File: src/sv/rrmt_pkg.sv
// ----------------------------------------------------------------------------
// rrmt_pkg: shared types and constants of the received range merge tracker
// Holds command and status codes, controller states and control structs.
// ----------------------------------------------------------------------------
`default_nettype none
package rrmt_pkg;
    localparam int MAX_INTERVALS_DEF = 16;
    localparam logic [24:0] PIECE_LENGTH_RST = 25'd262144;

    typedef enum logic [1:0] {
        CMD_START   = 2'd0,
        CMD_ADD     = 2'd1,
        CMD_RELEASE = 2'd2,
        CMD_NOP     = 2'd3
    } t_cmd;

    typedef enum logic [2:0] {
        ST_OK          = 3'd0,
        ST_HELD        = 3'd1,
        ST_NOT_STARTED = 3'd2,
        ST_WRONG_ID    = 3'd3,
        ST_COVERS      = 3'd4,
        ST_FULL        = 3'd5,
        ST_PAST_END    = 3'd6
    } t_status;

    typedef enum logic [3:0] {
        S_IDLE, S_CHECK, S_SCAN, S_RDPREV, S_TRIMP, S_RDNEXT, S_TRIMN,
        S_DECIDE, S_SHIFTL, S_SHIFTR, S_WRITE, S_DONE
    } t_state;

    // controller to datapath
    typedef struct packed {
        logic load;       // capture input item
        logic check;      // run front checks
        logic scan_step;  // compare one entry during search
        logic rd_prev;    // read entry n-1
        logic trim_prev;
        logic rd_next;    // read entry n
        logic trim_next;
        logic decide;     // settle merge kind
        logic shl_step;   // move one entry down
        logic shr_step;   // move one entry up
        logic commit;     // final table write
        logic out_load;   // latch result
    } t_ctl;

    // datapath to controller
    typedef struct packed {
        logic early_done; // result settled by the checks
        logic scan_done;
        logic has_prev;
        logic has_next;
        logic abort;      // trim failed, nothing left or table full
        logic merge_both;
        logic need_ins;
        logic full;
        logic shift_done;
    } t_sts;
endpackage
`default_nettype wire

File: src/sv/rrmt_ctrl.sv
// ----------------------------------------------------------------------------
// rrmt_ctrl: sequencer of the range merge tracker
// Steps one item through check, search, trim, shift and write phases.
// ----------------------------------------------------------------------------
`default_nettype none
module rrmt_ctrl (
    input  wire logic            i_clk,
    input  wire logic            i_rst_n,
    input  wire logic            i_in_valid,
    output logic                 o_in_ready,
    output logic                 o_out_valid,
    input  wire logic            i_out_ready,
    input  wire rrmt_pkg::t_sts  i_sts,
    output rrmt_pkg::t_ctl       o_ctl
);
    rrmt_pkg::t_state r_state, n_state;
    logic r_ovalid, n_ovalid;

    // hold state and output valid
    always_ff @(posedge i_clk) begin
        if (!i_rst_n) begin
            r_state  <= rrmt_pkg::S_IDLE;
            r_ovalid <= 1'b0;
        end else begin
            r_state  <= n_state;
            r_ovalid <= n_ovalid;
        end
    end

    assign o_out_valid = r_ovalid;

    // next state and commands
    always_comb begin
        n_state = r_state;
        o_ctl = '0;
        o_in_ready = 1'b0;
        n_ovalid = r_ovalid && !i_out_ready;
        case (r_state)
            rrmt_pkg::S_IDLE: begin
                o_in_ready = 1'b1;
                if (i_in_valid) begin
                    o_ctl.load = 1'b1;
                    n_state = rrmt_pkg::S_CHECK;
                end
            end
            rrmt_pkg::S_CHECK: begin
                o_ctl.check = 1'b1;
                n_state = i_sts.early_done ? rrmt_pkg::S_DONE : rrmt_pkg::S_SCAN;
            end
            rrmt_pkg::S_SCAN: begin
                if (i_sts.scan_done) begin
                    n_state = i_sts.has_prev ? rrmt_pkg::S_RDPREV :
                              i_sts.has_next ? rrmt_pkg::S_RDNEXT : rrmt_pkg::S_DECIDE;
                end else begin
                    o_ctl.scan_step = 1'b1;
                end
            end
            rrmt_pkg::S_RDPREV: begin
                o_ctl.rd_prev = 1'b1;
                n_state = rrmt_pkg::S_TRIMP;
            end
            rrmt_pkg::S_TRIMP: begin
                o_ctl.trim_prev = 1'b1;
                n_state = i_sts.has_next ? rrmt_pkg::S_RDNEXT : rrmt_pkg::S_DECIDE;
            end
            rrmt_pkg::S_RDNEXT: begin
                if (i_sts.abort) begin
                    n_state = rrmt_pkg::S_DONE;
                end else begin
                    o_ctl.rd_next = 1'b1;
                    n_state = rrmt_pkg::S_TRIMN;
                end
            end
            rrmt_pkg::S_TRIMN: begin
                o_ctl.trim_next = 1'b1;
                n_state = rrmt_pkg::S_DECIDE;
            end
            rrmt_pkg::S_DECIDE: begin
                if (i_sts.abort) begin
                    n_state = rrmt_pkg::S_DONE;
                end else begin
                    o_ctl.decide = 1'b1;
                    n_state = i_sts.merge_both ? rrmt_pkg::S_SHIFTL :
                              !i_sts.need_ins ? rrmt_pkg::S_WRITE :
                              i_sts.full ? rrmt_pkg::S_DONE : rrmt_pkg::S_SHIFTR;
                end
            end
            rrmt_pkg::S_SHIFTL: begin
                if (i_sts.shift_done) n_state = rrmt_pkg::S_WRITE;
                else o_ctl.shl_step = 1'b1;
            end
            rrmt_pkg::S_SHIFTR: begin
                if (i_sts.shift_done) n_state = rrmt_pkg::S_WRITE;
                else o_ctl.shr_step = 1'b1;
            end
            rrmt_pkg::S_WRITE: begin
                o_ctl.commit = 1'b1;
                n_state = rrmt_pkg::S_DONE;
            end
            rrmt_pkg::S_DONE: begin
                if (!r_ovalid || i_out_ready) begin
                    o_ctl.out_load = 1'b1;
                    n_ovalid = 1'b1;
                    n_state = rrmt_pkg::S_IDLE;
                end
            end
            default: n_state = rrmt_pkg::S_IDLE;
        endcase
    end
endmodule
`default_nettype wire

File: src/sv/rrmt_dp.sv
// ----------------------------------------------------------------------------
// rrmt_dp: datapath of the range merge tracker
// Holds the interval table in memories, the trimmed range and the result.
// ----------------------------------------------------------------------------
`default_nettype none
module rrmt_dp #(
    parameter int MAX_INTERVALS = rrmt_pkg::MAX_INTERVALS_DEF
) (
    input  wire logic            i_clk,
    input  wire logic            i_rst_n,
    input  wire rrmt_pkg::t_ctl  i_ctl,
    output rrmt_pkg::t_sts       o_sts,
    input  wire logic            i_cfg_we,
    input  wire logic [24:0]     i_cfg_data,
    input  wire logic [1:0]      i_cmd,
    input  wire logic [31:0]     i_piece_id,
    input  wire logic [23:0]     i_range_offset,
    input  wire logic [24:0]     i_range_length,
    output logic [2:0]           o_status,
    output logic [23:0]          o_write_offset,
    output logic [24:0]          o_write_length,
    output logic [24:0]          o_source_skip,
    output logic                 o_piece_complete
);
    localparam int AW = (MAX_INTERVALS > 1) ? $clog2(MAX_INTERVALS) : 1;
    localparam int CW = $clog2(MAX_INTERVALS + 1);
    localparam logic [CW-1:0] MAXC = CW'(MAX_INTERVALS);

    logic [24:0] r_mem_s [MAX_INTERVALS];
    logic [24:0] r_mem_l [MAX_INTERVALS];

    logic [24:0] r_plen;
    logic [CW-1:0] r_cnt;
    logic [31:0] r_piece;
    logic r_started;
    logic [1:0] r_cmd;
    logic [31:0] r_id;
    logic [23:0] r_off;
    logic [25:0] r_lo, r_hi;
    logic [CW-1:0] r_n, r_ptr;
    logic [2:0] r_st;
    logic r_early, r_abort, r_mp, r_mn;
    logic [24:0] r_ps, r_pl, r_nl;   // start/length of prev, length of next
    logic [25:0] r_ns;
    logic [24:0] r_rd_s, r_rd_l;     // registered memory read
    logic [24:0] r_first_l;          // copy of entry 0 length
    logic r_mb, r_ins;
    logic [2:0] r_ost;
    logic [23:0] r_owo;
    logic [24:0] r_owl, r_osk;
    logic r_ocomp;
    logic r_shv;
    logic [CW-1:0] r_shdst;

    // memory port: one read address, one write address
    logic [AW-1:0] w_raddr, w_waddr;
    logic w_we;
    logic [24:0] w_ws, w_wl;
    logic [25:0] w_pe, w_rs, w_re, w_sum, w_hi_in;
    logic w_mp, w_mn;

    assign w_pe = {1'b0, r_ps} + {1'b0, r_pl};
    assign w_rs = {1'b0, r_rd_s};
    assign w_re = {1'b0, r_rd_s} + {1'b0, r_rd_l};
    assign w_sum = r_hi - r_lo;
    assign w_hi_in = {2'b0, i_range_offset} + {1'b0, i_range_length};
    assign w_mp = (r_n != '0) && (w_pe == r_lo);
    assign w_mn = (r_n < r_cnt) && (r_hi == r_ns);

    // pick read address for the phase
    always_comb begin
        w_raddr = r_ptr[AW-1:0];
        if (i_ctl.scan_step) w_raddr = AW'(r_ptr + 1'b1);
        if (i_ctl.rd_prev) w_raddr = AW'(r_n - 1'b1);
        if (i_ctl.rd_next) w_raddr = r_n[AW-1:0];
        if (i_ctl.shl_step) w_raddr = AW'(r_ptr + 1'b1);
        if (i_ctl.shr_step) w_raddr = AW'(r_ptr - 1'b1);
    end

    // memory reads and writes
    always_ff @(posedge i_clk) begin
        r_rd_s <= r_mem_s[w_raddr];
        r_rd_l <= r_mem_l[w_raddr];
        if (w_we) begin
            r_mem_s[w_waddr] <= w_ws;
            r_mem_l[w_waddr] <= w_wl;
        end
    end

    // shift moves store the word read last cycle; commit writes the merged or new entry
    always_comb begin
        w_we = 1'b0;
        w_waddr = r_shdst[AW-1:0];
        w_ws = r_rd_s;
        w_wl = r_rd_l;
        if (r_shv) w_we = 1'b1;
        if (i_ctl.commit) begin
            w_we = 1'b1;
            if (r_mb || r_mp) begin
                w_waddr = AW'(r_n - 1'b1);
                w_ws = r_ps;
                w_wl = r_mb ? 25'(w_sum + {1'b0, r_pl} + {1'b0, r_nl})
                            : 25'(w_sum + {1'b0, r_pl});
            end else if (r_mn) begin
                w_waddr = r_n[AW-1:0];
                w_ws = r_lo[24:0];
                w_wl = 25'(w_sum + {1'b0, r_nl});
            end else begin
                w_waddr = r_n[AW-1:0];
                w_ws = r_lo[24:0];
                w_wl = w_sum[24:0];
            end
        end
    end

    assign o_sts.early_done = r_early;
    assign o_sts.scan_done = (r_ptr >= r_cnt) || r_abort;
    assign o_sts.has_prev = (r_n != '0);
    assign o_sts.has_next = (r_n < r_cnt);
    assign o_sts.abort = r_abort;
    assign o_sts.merge_both = w_mp && w_mn;
    assign o_sts.need_ins = !w_mp && !w_mn;
    assign o_sts.full = (r_cnt >= MAXC);
    assign o_sts.shift_done = r_mb ? (CW'(r_ptr + 1'b1) >= r_cnt) : (r_ptr <= r_n);

    // control registers
    always_ff @(posedge i_clk) begin
        if (!i_rst_n) begin
            r_plen <= rrmt_pkg::PIECE_LENGTH_RST;
            r_cnt <= '0;
            r_piece <= '0;
            r_started <= 1'b0;
            r_shv <= 1'b0;
        end else begin
            if (i_cfg_we) r_plen <= i_cfg_data;
            r_shv <= i_ctl.shl_step || i_ctl.shr_step;
            if (i_ctl.check) begin
                if (r_cmd == rrmt_pkg::CMD_START) begin
                    r_cnt <= '0; r_piece <= r_id; r_started <= 1'b1;
                end else if (r_cmd == rrmt_pkg::CMD_RELEASE) begin
                    r_cnt <= '0; r_piece <= '0; r_started <= 1'b0;
                end
            end
            if (i_ctl.commit) begin
                if (r_mb) r_cnt <= r_cnt - 1'b1;
                else if (r_ins) r_cnt <= r_cnt + 1'b1;
            end
        end
    end

    // item datapath
    always_ff @(posedge i_clk) begin
        if (i_ctl.load) begin
            r_cmd <= i_cmd; r_id <= i_piece_id; r_off <= i_range_offset;
            r_lo <= {2'b0, i_range_offset}; r_hi <= w_hi_in;
            r_n <= '0; r_ptr <= '0; r_abort <= 1'b0; r_st <= rrmt_pkg::ST_OK;
            r_mp <= 1'b0; r_mn <= 1'b0; r_mb <= 1'b0; r_ins <= 1'b0;
            r_early <= 1'b1;
            if (i_cmd != rrmt_pkg::CMD_ADD) r_early <= 1'b1;
            else if (!r_started) r_st <= rrmt_pkg::ST_NOT_STARTED;
            else if (i_piece_id != r_piece) r_st <= rrmt_pkg::ST_WRONG_ID;
            else if (w_hi_in > {1'b0, r_plen}) r_st <= rrmt_pkg::ST_PAST_END;
            else if (i_range_length == '0) r_st <= rrmt_pkg::ST_OK;
            else r_early <= 1'b0;
        end
        // count entries that start at or before the offset
        if (i_ctl.scan_step) begin
            if (r_rd_s <= {1'b0, r_off} && r_ptr < r_cnt && r_ptr == r_n) begin
                r_n <= r_n + 1'b1;
            end
            r_ptr <= r_ptr + 1'b1;
        end
        if (i_ctl.check) r_ptr <= '0;
        // trim against the entry before the range
        if (i_ctl.trim_prev) begin
            r_ps <= r_rd_s; r_pl <= r_rd_l;
            if (!(r_hi <= w_rs || r_lo >= w_re)) begin
                if (r_lo < w_rs) begin
                    if (w_re < r_hi) begin r_abort <= 1'b1; r_st <= rrmt_pkg::ST_COVERS; end
                    else r_hi <= w_rs;
                end else if (r_hi <= w_re) begin
                    r_abort <= 1'b1; r_st <= rrmt_pkg::ST_HELD;
                end else r_lo <= w_re;
            end
        end
        // trim against the entry after the range
        if (i_ctl.trim_next) begin
            r_ns <= w_rs; r_nl <= r_rd_l;
            if (!r_abort && r_hi > r_lo && !(r_hi <= w_rs || r_lo >= w_re)) begin
                if (r_lo < w_rs) begin
                    if (w_re < r_hi) begin r_abort <= 1'b1; r_st <= rrmt_pkg::ST_COVERS; end
                    else r_hi <= w_rs;
                end else if (r_hi <= w_re) begin
                    r_abort <= 1'b1; r_st <= rrmt_pkg::ST_HELD;
                end else r_lo <= w_re;
            end
        end
        if (i_ctl.decide) begin
            r_mp <= w_mp;
            r_mn <= w_mn;
            r_mb <= w_mp && w_mn;
            r_ins <= !w_mp && !w_mn && (r_cnt < MAXC);
            if (w_mp && w_mn) r_ptr <= r_n;
            else r_ptr <= r_cnt;
            if (!w_mp && !w_mn && r_cnt >= MAXC) begin
                r_abort <= 1'b1; r_st <= rrmt_pkg::ST_FULL;
            end
        end
        if (i_ctl.shl_step) begin
            r_shdst <= r_ptr; r_ptr <= r_ptr + 1'b1;
        end
        if (i_ctl.shr_step) begin
            r_shdst <= r_ptr; r_ptr <= r_ptr - 1'b1;
        end
        if (i_ctl.out_load) begin
            r_ost <= r_st;
            if (r_st == rrmt_pkg::ST_OK && !r_early && !r_abort) begin
                r_owo <= r_lo[23:0];
                r_owl <= 25'(r_hi - r_lo);
                r_osk <= 25'(r_lo - {2'b0, r_off});
            end else begin
                r_owo <= '0; r_owl <= '0; r_osk <= '0;
            end
            r_ocomp <= (r_cnt != '0) && (r_first_l == r_plen);
        end
    end

    // entry 0 length mirror for completion
    always_ff @(posedge i_clk) begin
        if (w_we && w_waddr == '0) r_first_l <= w_wl;
    end

    assign o_status = r_ost;
    assign o_write_offset = r_owo;
    assign o_write_length = r_owl;
    assign o_source_skip = r_osk;
    assign o_piece_complete = r_ocomp;
endmodule
`default_nettype wire

File: src/sv/received_range_merge_tracker_core.sv
// ----------------------------------------------------------------------------
// received_range_merge_tracker_core: received byte range tracker
// Keeps a sorted table of held intervals and merges arriving ranges.
// ----------------------------------------------------------------------------
// Usage:
//   Input channel i_in_valid/o_in_ready carries cmd, piece_id and a range.
//   Output channel o_out_valid/i_out_ready returns one result per item:
//   status, trimmed write region, payload skip and piece completion.
//   piece_length is written through i_cfg_we/i_cfg_data; the user must
//   write it only while idle, the block itself does not enforce this.
//   One item at a time: start, release and rejects pass the checks only;
//   an add also searches the table, trims the range and moves entries
//   through its single read port before the table write.
//   The result register lets the next item enter while a result waits;
//   a stalled receiver only blocks the item after that.
//   Reset empties the table, clears the piece id and sets piece_length
//   to 262144; the table memory itself is not cleared.
// ----------------------------------------------------------------------------
`default_nettype none
module received_range_merge_tracker_core #(
    parameter int MAX_INTERVALS = rrmt_pkg::MAX_INTERVALS_DEF
) (
    input  wire logic        i_clk,
    input  wire logic        i_rst_n,
    input  wire logic        i_cfg_we,
    input  wire logic [24:0] i_cfg_data,
    input  wire logic        i_in_valid,
    output logic             o_in_ready,
    input  wire logic [1:0]  i_cmd,
    input  wire logic [31:0] i_piece_id,
    input  wire logic [23:0] i_range_offset,
    input  wire logic [24:0] i_range_length,
    output logic             o_out_valid,
    input  wire logic        i_out_ready,
    output logic [2:0]       o_status,
    output logic [23:0]      o_write_offset,
    output logic [24:0]      o_write_length,
    output logic [24:0]      o_source_skip,
    output logic             o_piece_complete
);
    rrmt_pkg::t_ctl w_ctl;
    rrmt_pkg::t_sts w_sts;

    rrmt_ctrl u_ctrl (
        .i_clk, .i_rst_n, .i_in_valid, .o_in_ready, .o_out_valid, .i_out_ready,
        .i_sts(w_sts), .o_ctl(w_ctl)
    );

    rrmt_dp #(.MAX_INTERVALS(MAX_INTERVALS)) u_dp (
        .i_clk, .i_rst_n, .i_ctl(w_ctl), .o_sts(w_sts),
        .i_cfg_we, .i_cfg_data, .i_cmd, .i_piece_id, .i_range_offset,
        .i_range_length, .o_status, .o_write_offset, .o_write_length,
        .o_source_skip, .o_piece_complete
    );
endmodule
`default_nettype wire

File: config.mk
export PLATFORM = sky130hd
export DESIGN_NAME = received_range_merge_tracker_core
export DESIGN_NICKNAME = d
export VERILOG_FILES = /design/src/sv/rrmt_pkg.sv /design/src/sv/rrmt_ctrl.sv /design/src/sv/rrmt_dp.sv /design/src/sv/received_range_merge_tracker_core.sv
export SDC_FILE = /design/constraint.sdc
export NUM_CORES = 2
export LEC_CHECK = 0
export ABC_CLOCK_PERIOD_IN_PS = 8700
export BUFFER_PORTS_ARGS = -buffer_cell sky130_fd_sc_hd__buf_2
export CORE_MARGIN = 1
export CORE_UTILIZATION = 40
export CTS_CLUSTER_SIZE = 16
export DETAILED_ROUTE_END_ITERATION = 12
export PLACE_DENSITY = 0.66
export SYNTH_ARGS = -nofsm -noshare
export SYNTH_HDL_FRONTEND = slang
export SYNTH_HIERARCHICAL = 1
export SYNTH_SLANG_ARGS = --single-unit
File: constraint.sdc
create_clock -name i_clk -period 8.7 [get_ports i_clk]
set_input_delay 1.305 -clock i_clk [delete_from_list [all_inputs] [get_ports i_clk]]
set_output_delay 1.305 -clock i_clk [all_outputs]
set_load 0.01 [all_outputs]
Word level (Yosys, flattened, before mapping) --
Memories as Yosys holds them, arrays and structs flattened. A register that Yosys moved wholly into a read port is not among the register bits. Index checks and enable logic that the tools add are counted. W data, S select, Z words.
Operators by class: add/subtract/negate cells 14, multipliers 0, div/mod/pow operators 0, $lt $le $gt $ge 15, eq/ne operators 22, shifts and indexed selects 0, multiplexer cells 127, bitwise gates (word level) 1, reductions and logical operators 42
Operators with widths (count):
- $mux W26 | 18
- $mux W25 | 6
- $mux W5 | 16
- $mux W4 | 19
- $add A25 B25 Y25 | 3
- $mux W32 | 2
- $add A25 B25 Y26 | 2
- $mux W3 | 17
- $mux W1 | 46
- $pmux W4 S11 | 1
- $ne A32 B32 Y1 | 1
- $add A24 B25 Y26 | 1
- $eq A26 B25 Y1 | 1
- $eq A26 B26 Y1 | 1
- $ge A26 B26 Y1 | 1
- $gt A26 B25 Y1 | 1
- $gt A26 B26 Y1 | 1
- $le A26 B25 Y1 | 1
- $le A26 B26 Y1 | 1
- $lt A26 B25 Y1 | 1
- $lt A26 B26 Y1 | 1
- $eq A25 B25 Y1 | 1
- $le A25 B24 Y1 | 1
- $logic_not A25 Y1 | 1
- 33 further kinds | 77
Word-level totals: bits in registers 405, bits in latches 0, bits in writable memories 800, ROM bits 0, bits of input ports 113, logic and storage cells 255, memories 2
Memories:
- u_dp.r_mem_l | depth 16, bits a word 25, rd ports 1, clocked after memory_dff 1, write ports 1, line rrmt_dp.sv:30 | logic [24:0] r_mem_l [MAX_INTERVALS];
- u_dp.r_mem_s | depth 16, bits a word 25, rd ports 1, clocked after memory_dff 1, write ports 1, line rrmt_dp.sv:29 | logic [24:0] r_mem_s [MAX_INTERVALS];

Depth between registers and ports, before layout --
depth in word-level cells 17, mapped depth 31, mapped depth without buffers 31

Cells and area by module --
The synthesis kept the hierarchy.
Modules (own cells, without submodules):
- rrmt_dp | instances 1, cells an instance 5182, area each 62167.1 um^2, sequential area each 35033.6 um^2
- rrmt_ctrl | instances 1, cells an instance 77, area each 500.5 um^2, sequential area each 100.1 um^2

Worst setup path before layout --
No wires, ideal clock.
kind in2reg, start point input port i_out_ready, end point register u_dp.r_ocomp, in the netlist u_dp/o_piece_complete, enable pin, library setup time 0.610 ns, arrival time 6.717 ns, data required time 8.090 ns, setup slack 1.373 ns, stages 2, cells stage by stage nor2b_1 > nor3_1
RTL lines:
- start: declaration | line received_range_merge_tracker_core.sv:34 | input wire logic i_out_ready,
- end signal: assignment | line rrmt_dp.sv:224 | r_ocomp <= (r_cnt != '0) && (r_first_l == r_plen);
- end: declaration | line rrmt_dp.sv:51 | logic r_ocomp;

Worst setup path in the final report --
start point register u_dp.r_lo[1], end point memory u_dp.r_mem_l[13][24] (data pin)
On the way: word-level cells in the longest chain between the ends 6, elaborated cells between the ends (all ways) 8, those cells by class add/sub (4); mux (4)
RTL lines:
- start: declaration | line rrmt_dp.sv:39 | logic [25:0] r_lo, r_hi;
- start signal: assignment | line rrmt_dp.sv:155 | r_lo <= {2'b0, i_range_offset}; r_hi <= w_hi_in;
- start signal: assignment | line rrmt_dp.sv:183 | end else r_lo <= w_re;
- start signal: assignment | line rrmt_dp.sv:195 | end else r_lo <= w_re;
- $sub A25 B25 Y25 (*) | line rrmt_dp.sv:65 | assign w_sum = r_hi - r_lo;
- via u_dp.w_sum[6] | line rrmt_dp.sv:59 | logic [25:0] w_pe, w_rs, w_re, w_sum, w_hi_in;
- $add A25 B25 Y25 | line rrmt_dp.sv:102, rrmt_dp.sv:103
- $add A25 B25 Y25 | line rrmt_dp.sv:102 | w_wl = r_mb ? 25'(w_sum + {1'b0, r_pl} + {1'b0, r_nl})
- $mux W25 | line rrmt_dp.sv:102
- $mux W25 (*) | line rrmt_dp.sv:99 | if (r_mb || r_mp) begin
- $mux W25 (*) | line rrmt_dp.sv:97 | if (i_ctl.commit) begin
- via u_dp.w_wl[24] | line rrmt_dp.sv:58 | logic [24:0] w_ws, w_wl;
- end: declaration | line rrmt_dp.sv:30
Mark *: on every way through the listed nets, which the timed path passes. The rest lies on a longest branch.

==> qor_table.md <==
| Metric | Value | Unit |
| --- | --- | --- |
| DP Wirelength | 131 | mm |
| Fraction of the mapped netlist area in adder cells | 0.0770 | - |
| Min-Delay Endpoint | u_dp/o_status[0]$_DFFE_PP_ | - |
| Root buf cell | sky130_fd_sc_hd__clkbuf_16 | - |
| Mean routed wirelength per cell | 24.8 | µm |
| Dominant register cell in the synthesized netlist | sky130_fd_sc_hd__edfxtp_1 | - |
| GR Layer Usage met2 | 0.365 | - |
| Max frequency | 127 | MHz |
| Count of different cell masters after synthesis | 84 | - |
| Layout Area Growth over Synthesis | 13.1 | % |
| Share of synthesized area occupied by flip-flops and latches | 0.561 | - |
| Most common cell after layout, fill and taps aside | sky130_fd_sc_hd__edfxtp_1 | - |
| Via count | 43706 | - |
| Number of detailed-routing iterations run before antenna repair | 5 | - |
| Status | finished clean | - |
| Register-to-Register Setup Slack | 0.80 | ns |
| Clock latency at the later pin of the worst-skew pair | 0.78 | ns |
| Global routing usage on met3 | 0.0316 | - |
| Routability congestion estimate | 0.991 | - |
| Initial antenna violation count | 8 | - |
| Post-Syn Area per Cell | 11.9 | µm² |
| Initial standard-cell utilization of the core | 0.405 | - |
| Number of placement rows | 144 | - |
| Proportion of synthesized area in mux cells | 0.0540 | - |
| Cell type of the slowest stage on the worst timing path | sky130_fd_sc_hd__o2bb2ai_2 | - |
| RSZ-0062 raised after global routing | no | - |
| Synthesized Nets | 5753 | - |
| Maximum number of pins on one net before global-route repair | 157 | - |
| Final worst path period need | 7.90 | ns |
| Die width | 398 | µm |
| Seq cells post-synth | 1230 | - |
| Number of flops mapped to enable cells by yosys | 1050 | - |
| DRC violation total after the first TritonRoute iteration | 4231 | - |
| IO Pins | 193 | - |
| Hold violation total from the final report | 0 | - |
| Number of inserted filler cells in the final layout | 13917 | - |
| GR Util met1 | 0.328 | - |
| Xor and xnor area share after synthesis | 0.0375 | - |
| First-pass GRT wire length | 275 | mm |
| Max-slew headroom | 0.0917 | - |
| Fin nets | 5946 | - |
| Post-DR vias/cell | 5.74 | - |
| Final period utilization | 0.908 | - |
| Worst min-delay path class | reg -> reg | - |
| Delay contributed by the slowest stage of the critical path | 0.53 | ns |
| Area of the multi-input gates | 26100 | µm² |
| Global-route usage over all layers | 0.234 | - |
| CTS H-Tree Depth | 4 | - |
| Largest family of logic cells by synthesized area | compound AO/OA/AOI/OAI gates | - |
| Worst Hold Depth | 0 | - |
| FF/Latch Area | 35100 | µm² |
| Die extent in y | 398 | µm |
| Kind of start point of the critical path | register | - |
| Crit end category | register | - |
| Count of yosys warnings during synthesis | 6 | - |
| Largest fanout of any net on the critical path | 16 | - |
| Clock-pin slew of the registers on the worst-case setup and hold paths | 0.06 | ns |
| Fraction of synthesis flops using an asynchronous set or reset pin | 0 | - |
| Number of buffers and inverters on the critical path | 2 | - |
| Number of failing setup endpoints in the final timing report | 0 | - |
| CTS hold repair buffers | 0 | - |
| Max-Cap Viols | 0 | - |
| Worst endpoint data arrival time | 8.38 | ns |
| Die Area | 158000 | µm² |
| Simple logic cell fraction of the synthesized area | 0.0981 | - |
| Required time of the critical path | 9.19 | ns |
| Remaining antenna violation count | 0 | - |
| CTS Sinks | 1230 | - |
| Area of the placeable core | 155000 | µm² |
| Origin of the worst min-delay path | u_dp/r_st[0]$_DFF_P_ | - |
| Top library cells by usage in the layout, fill and taps aside | 1050 x sky130_fd_sc_hd__edfxtp_1, 471 x sky130_fd_sc_hd__a21oi_1, 384 x sky130_fd_sc_hd__a211oi_1 | - |
| Worst clock skew on the final layout | 0.0318 | ns |
| Number of CTS-inserted buffers | 133 | - |
| Total standard cell area after synthesis | 62700 | µm² |
| Post-Syn Instances | 5259 | - |
| DR DRC count | 0 | - |
| TritonCTS clock tree | built | - |
| Endpoint of the worst-slack reg-to-reg timing path | u_dp/r_mem_l[13][24]$_DFFE_PP_ | - |
| Share of layout cells above drive strength 1 | 0.105 | - |
| Final wirelength | 189 | mm |
| Top Family by Delay on Critical Path | compound AO/OA/AOI/OAI gates | - |
| Final setup TNS | 0 | ns |
| Fraction of the mapped netlist area in compound gates | 0.145 | - |
| Number of slew-limit violations in the final report | 0 | - |
| FF-to-FF path depth | 28 | - |
| Critical Setup Path Class | reg -> reg | - |
| Reg2Reg Launch Point | u_dp/r_lo[1]$_DFF_P_ | - |
| Port Buffers | 192 | - |
| Via count of the first global-routing pass | 42041 | - |
| Overflow left after global routing | 0 | - |
| Number of buffers on the longest clock path | 3 | - |
| Most prevalent standard cell on the critical path | sky130_fd_sc_hd__a21oi_1 | - |
| Slew at the pin closest to its max-slew limit | 1.36 | ns |
| GRT busiest layer | met2 | - |
per-layer routing:
layer	vias to the layer above	wire length, µm
met5	-	38
met4	6	7170
met3	308	12000
met2	1533	85000
met1	21589	84300
li1	20270	-
kinds of logic after synthesis:
kind of cell | after synthesis
adders and majority gates | 381
buffers and inverters | 449
xor gates and xnor gates | 268
DFF | 1230
and+or+nand+nor | 1188
muxes | 337
AOI/OAI and AO/OA | 1406
sequential cells by signal, indices dropped and copies added, names as in the netlist, 24 cells and up:
register             cells
u_dp/r_mem_l           400
u_dp/r_mem_s           400
u_dp/r_id               32
u_dp/r_piece            32
u_dp/r_hi               26
u_dp/r_lo               26
u_dp/o_source_skip      25
u_dp/o_write_length     25
u_dp/r_nl               25
u_dp/r_ns               25
u_dp/r_pl               25
u_dp/r_plen             25
u_dp/r_ps               25
u_dp/r_rd_l             25
u_dp/r_rd_s             25
u_dp/o_write_offset     24
u_dp/r_off              24
metrics by stage:
| step | instance area, µm² | util | hold slack, ns | setup WS [ns] | std cells |
|---|---|---|---|---|---|
| global placement | 66500 | 0.430 | 0.459 | 0.572 | 7361 |
| global route | 70800 | 0.458 | 0.513 | 0.201 | 7606 |
| floorplan | 62700 | - | 0.431 | 1.37 | 5259 |
| detailed placement | 66500 | 0.430 | 0.466 | 0.490 | 7361 |
| CTS | 70800 | 0.458 | 0.479 | 0.430 | 7606 |
| finish | 70900 | 0.458 | 0.474 | 0.801 | 7608 |
layout make-up:
cell class              instances  area share
inverters                     201      0.0106
clock buffers                 166      0.0505
well taps                    2044      0.0361
repair buffers                306      0.0274
clock inverters                79      0.0111
multi-input cells            3580       0.368
flip-flops and latches       1230       0.496
diodes                          2   0.0000706
cell usage after synthesis (all sizes together) (21+ instances only):
| master | n | area, µm² |
|---|---|---|
| a21o | 115 | 865 |
| o21ai | 153 | 766 |
| clkbuf | 213 | 801 |
| a211oi | 384 | 2880 |
| nor3 | 69 | 345 |
| dfxtp | 180 | 3600 |
| xnor2 | 153 | 1340 |
| inv | 201 | 754 |
| o21bai | 22 | 169 |
| a21oi | 475 | 2380 |
| nand4 | 52 | 325 |
| nand2b | 35 | 219 |
| nor2 | 299 | 1120 |
| edfxtp | 1050 | 31500 |
| a31oi | 49 | 307 |
| xor2 | 115 | 1010 |
| o21a | 51 | 383 |
| buf | 35 | 161 |
| and3 | 21 | 133 |
| nor2b | 293 | 1830 |
| and2 | 33 | 206 |
| nand2 | 206 | 773 |
| mux2i | 330 | 3300 |
| nor4 | 31 | 209 |
| nand3 | 57 | 285 |
| nor3b | 38 | 285 |
| ha | 373 | 4670 |
worst register-to-register path: cells and delay by family, from the launching register on:
| kind | cells | cell delay (ns) |
|---|---|---|
| flops | 1 | 0.52 |
| xor+xnor | 3 | 0.69 |
| compound gates | 16 | 4.47 |
| simple gates | 3 | 0.31 |
| buf+inv | 2 | 0.28 |
| mux | 1 | 0.07 |
| fa+ha+maj | 3 | 1.24 |
worst max-delay path by stage:
stage	cells past startpoint	endpoint	slack, ns	from
finish	28	u_dp/r_mem_l[13][24]$_DFFE_PP_	0.80	u_dp/r_lo[1]$_DFF_P_
global route	28	u_dp/r_mem_l[6][24]$_DFFE_PP_	0.20	u_dp/r_lo[1]$_DFF_P_
CTS	28	u_dp/r_mem_l[7][24]$_DFFE_PP_	0.43	u_dp/r_lo[1]$_DFF_P_
detailed placement	28	u_dp/r_mem_l[8][24]$_DFFE_PP_	0.49	u_dp/r_lo[1]$_DFF_P_
global placement	28	u_dp/r_mem_l[11][24]$_DFFE_PP_	0.57	u_dp/r_lo[1]$_DFF_P_
floorplan	2	u_dp/o_piece_complete$_DFFE_PP_	1.37	i_out_ready
repair_timing:
item	CTS	global route
endpoints found under the setup margin	0	16
buffers inserted	0	0
resized for setup	0	1
Power is left out: the tool's default activity adds up to more than one toggle a clock period on the data nets, which glitch-free logic cannot reach.
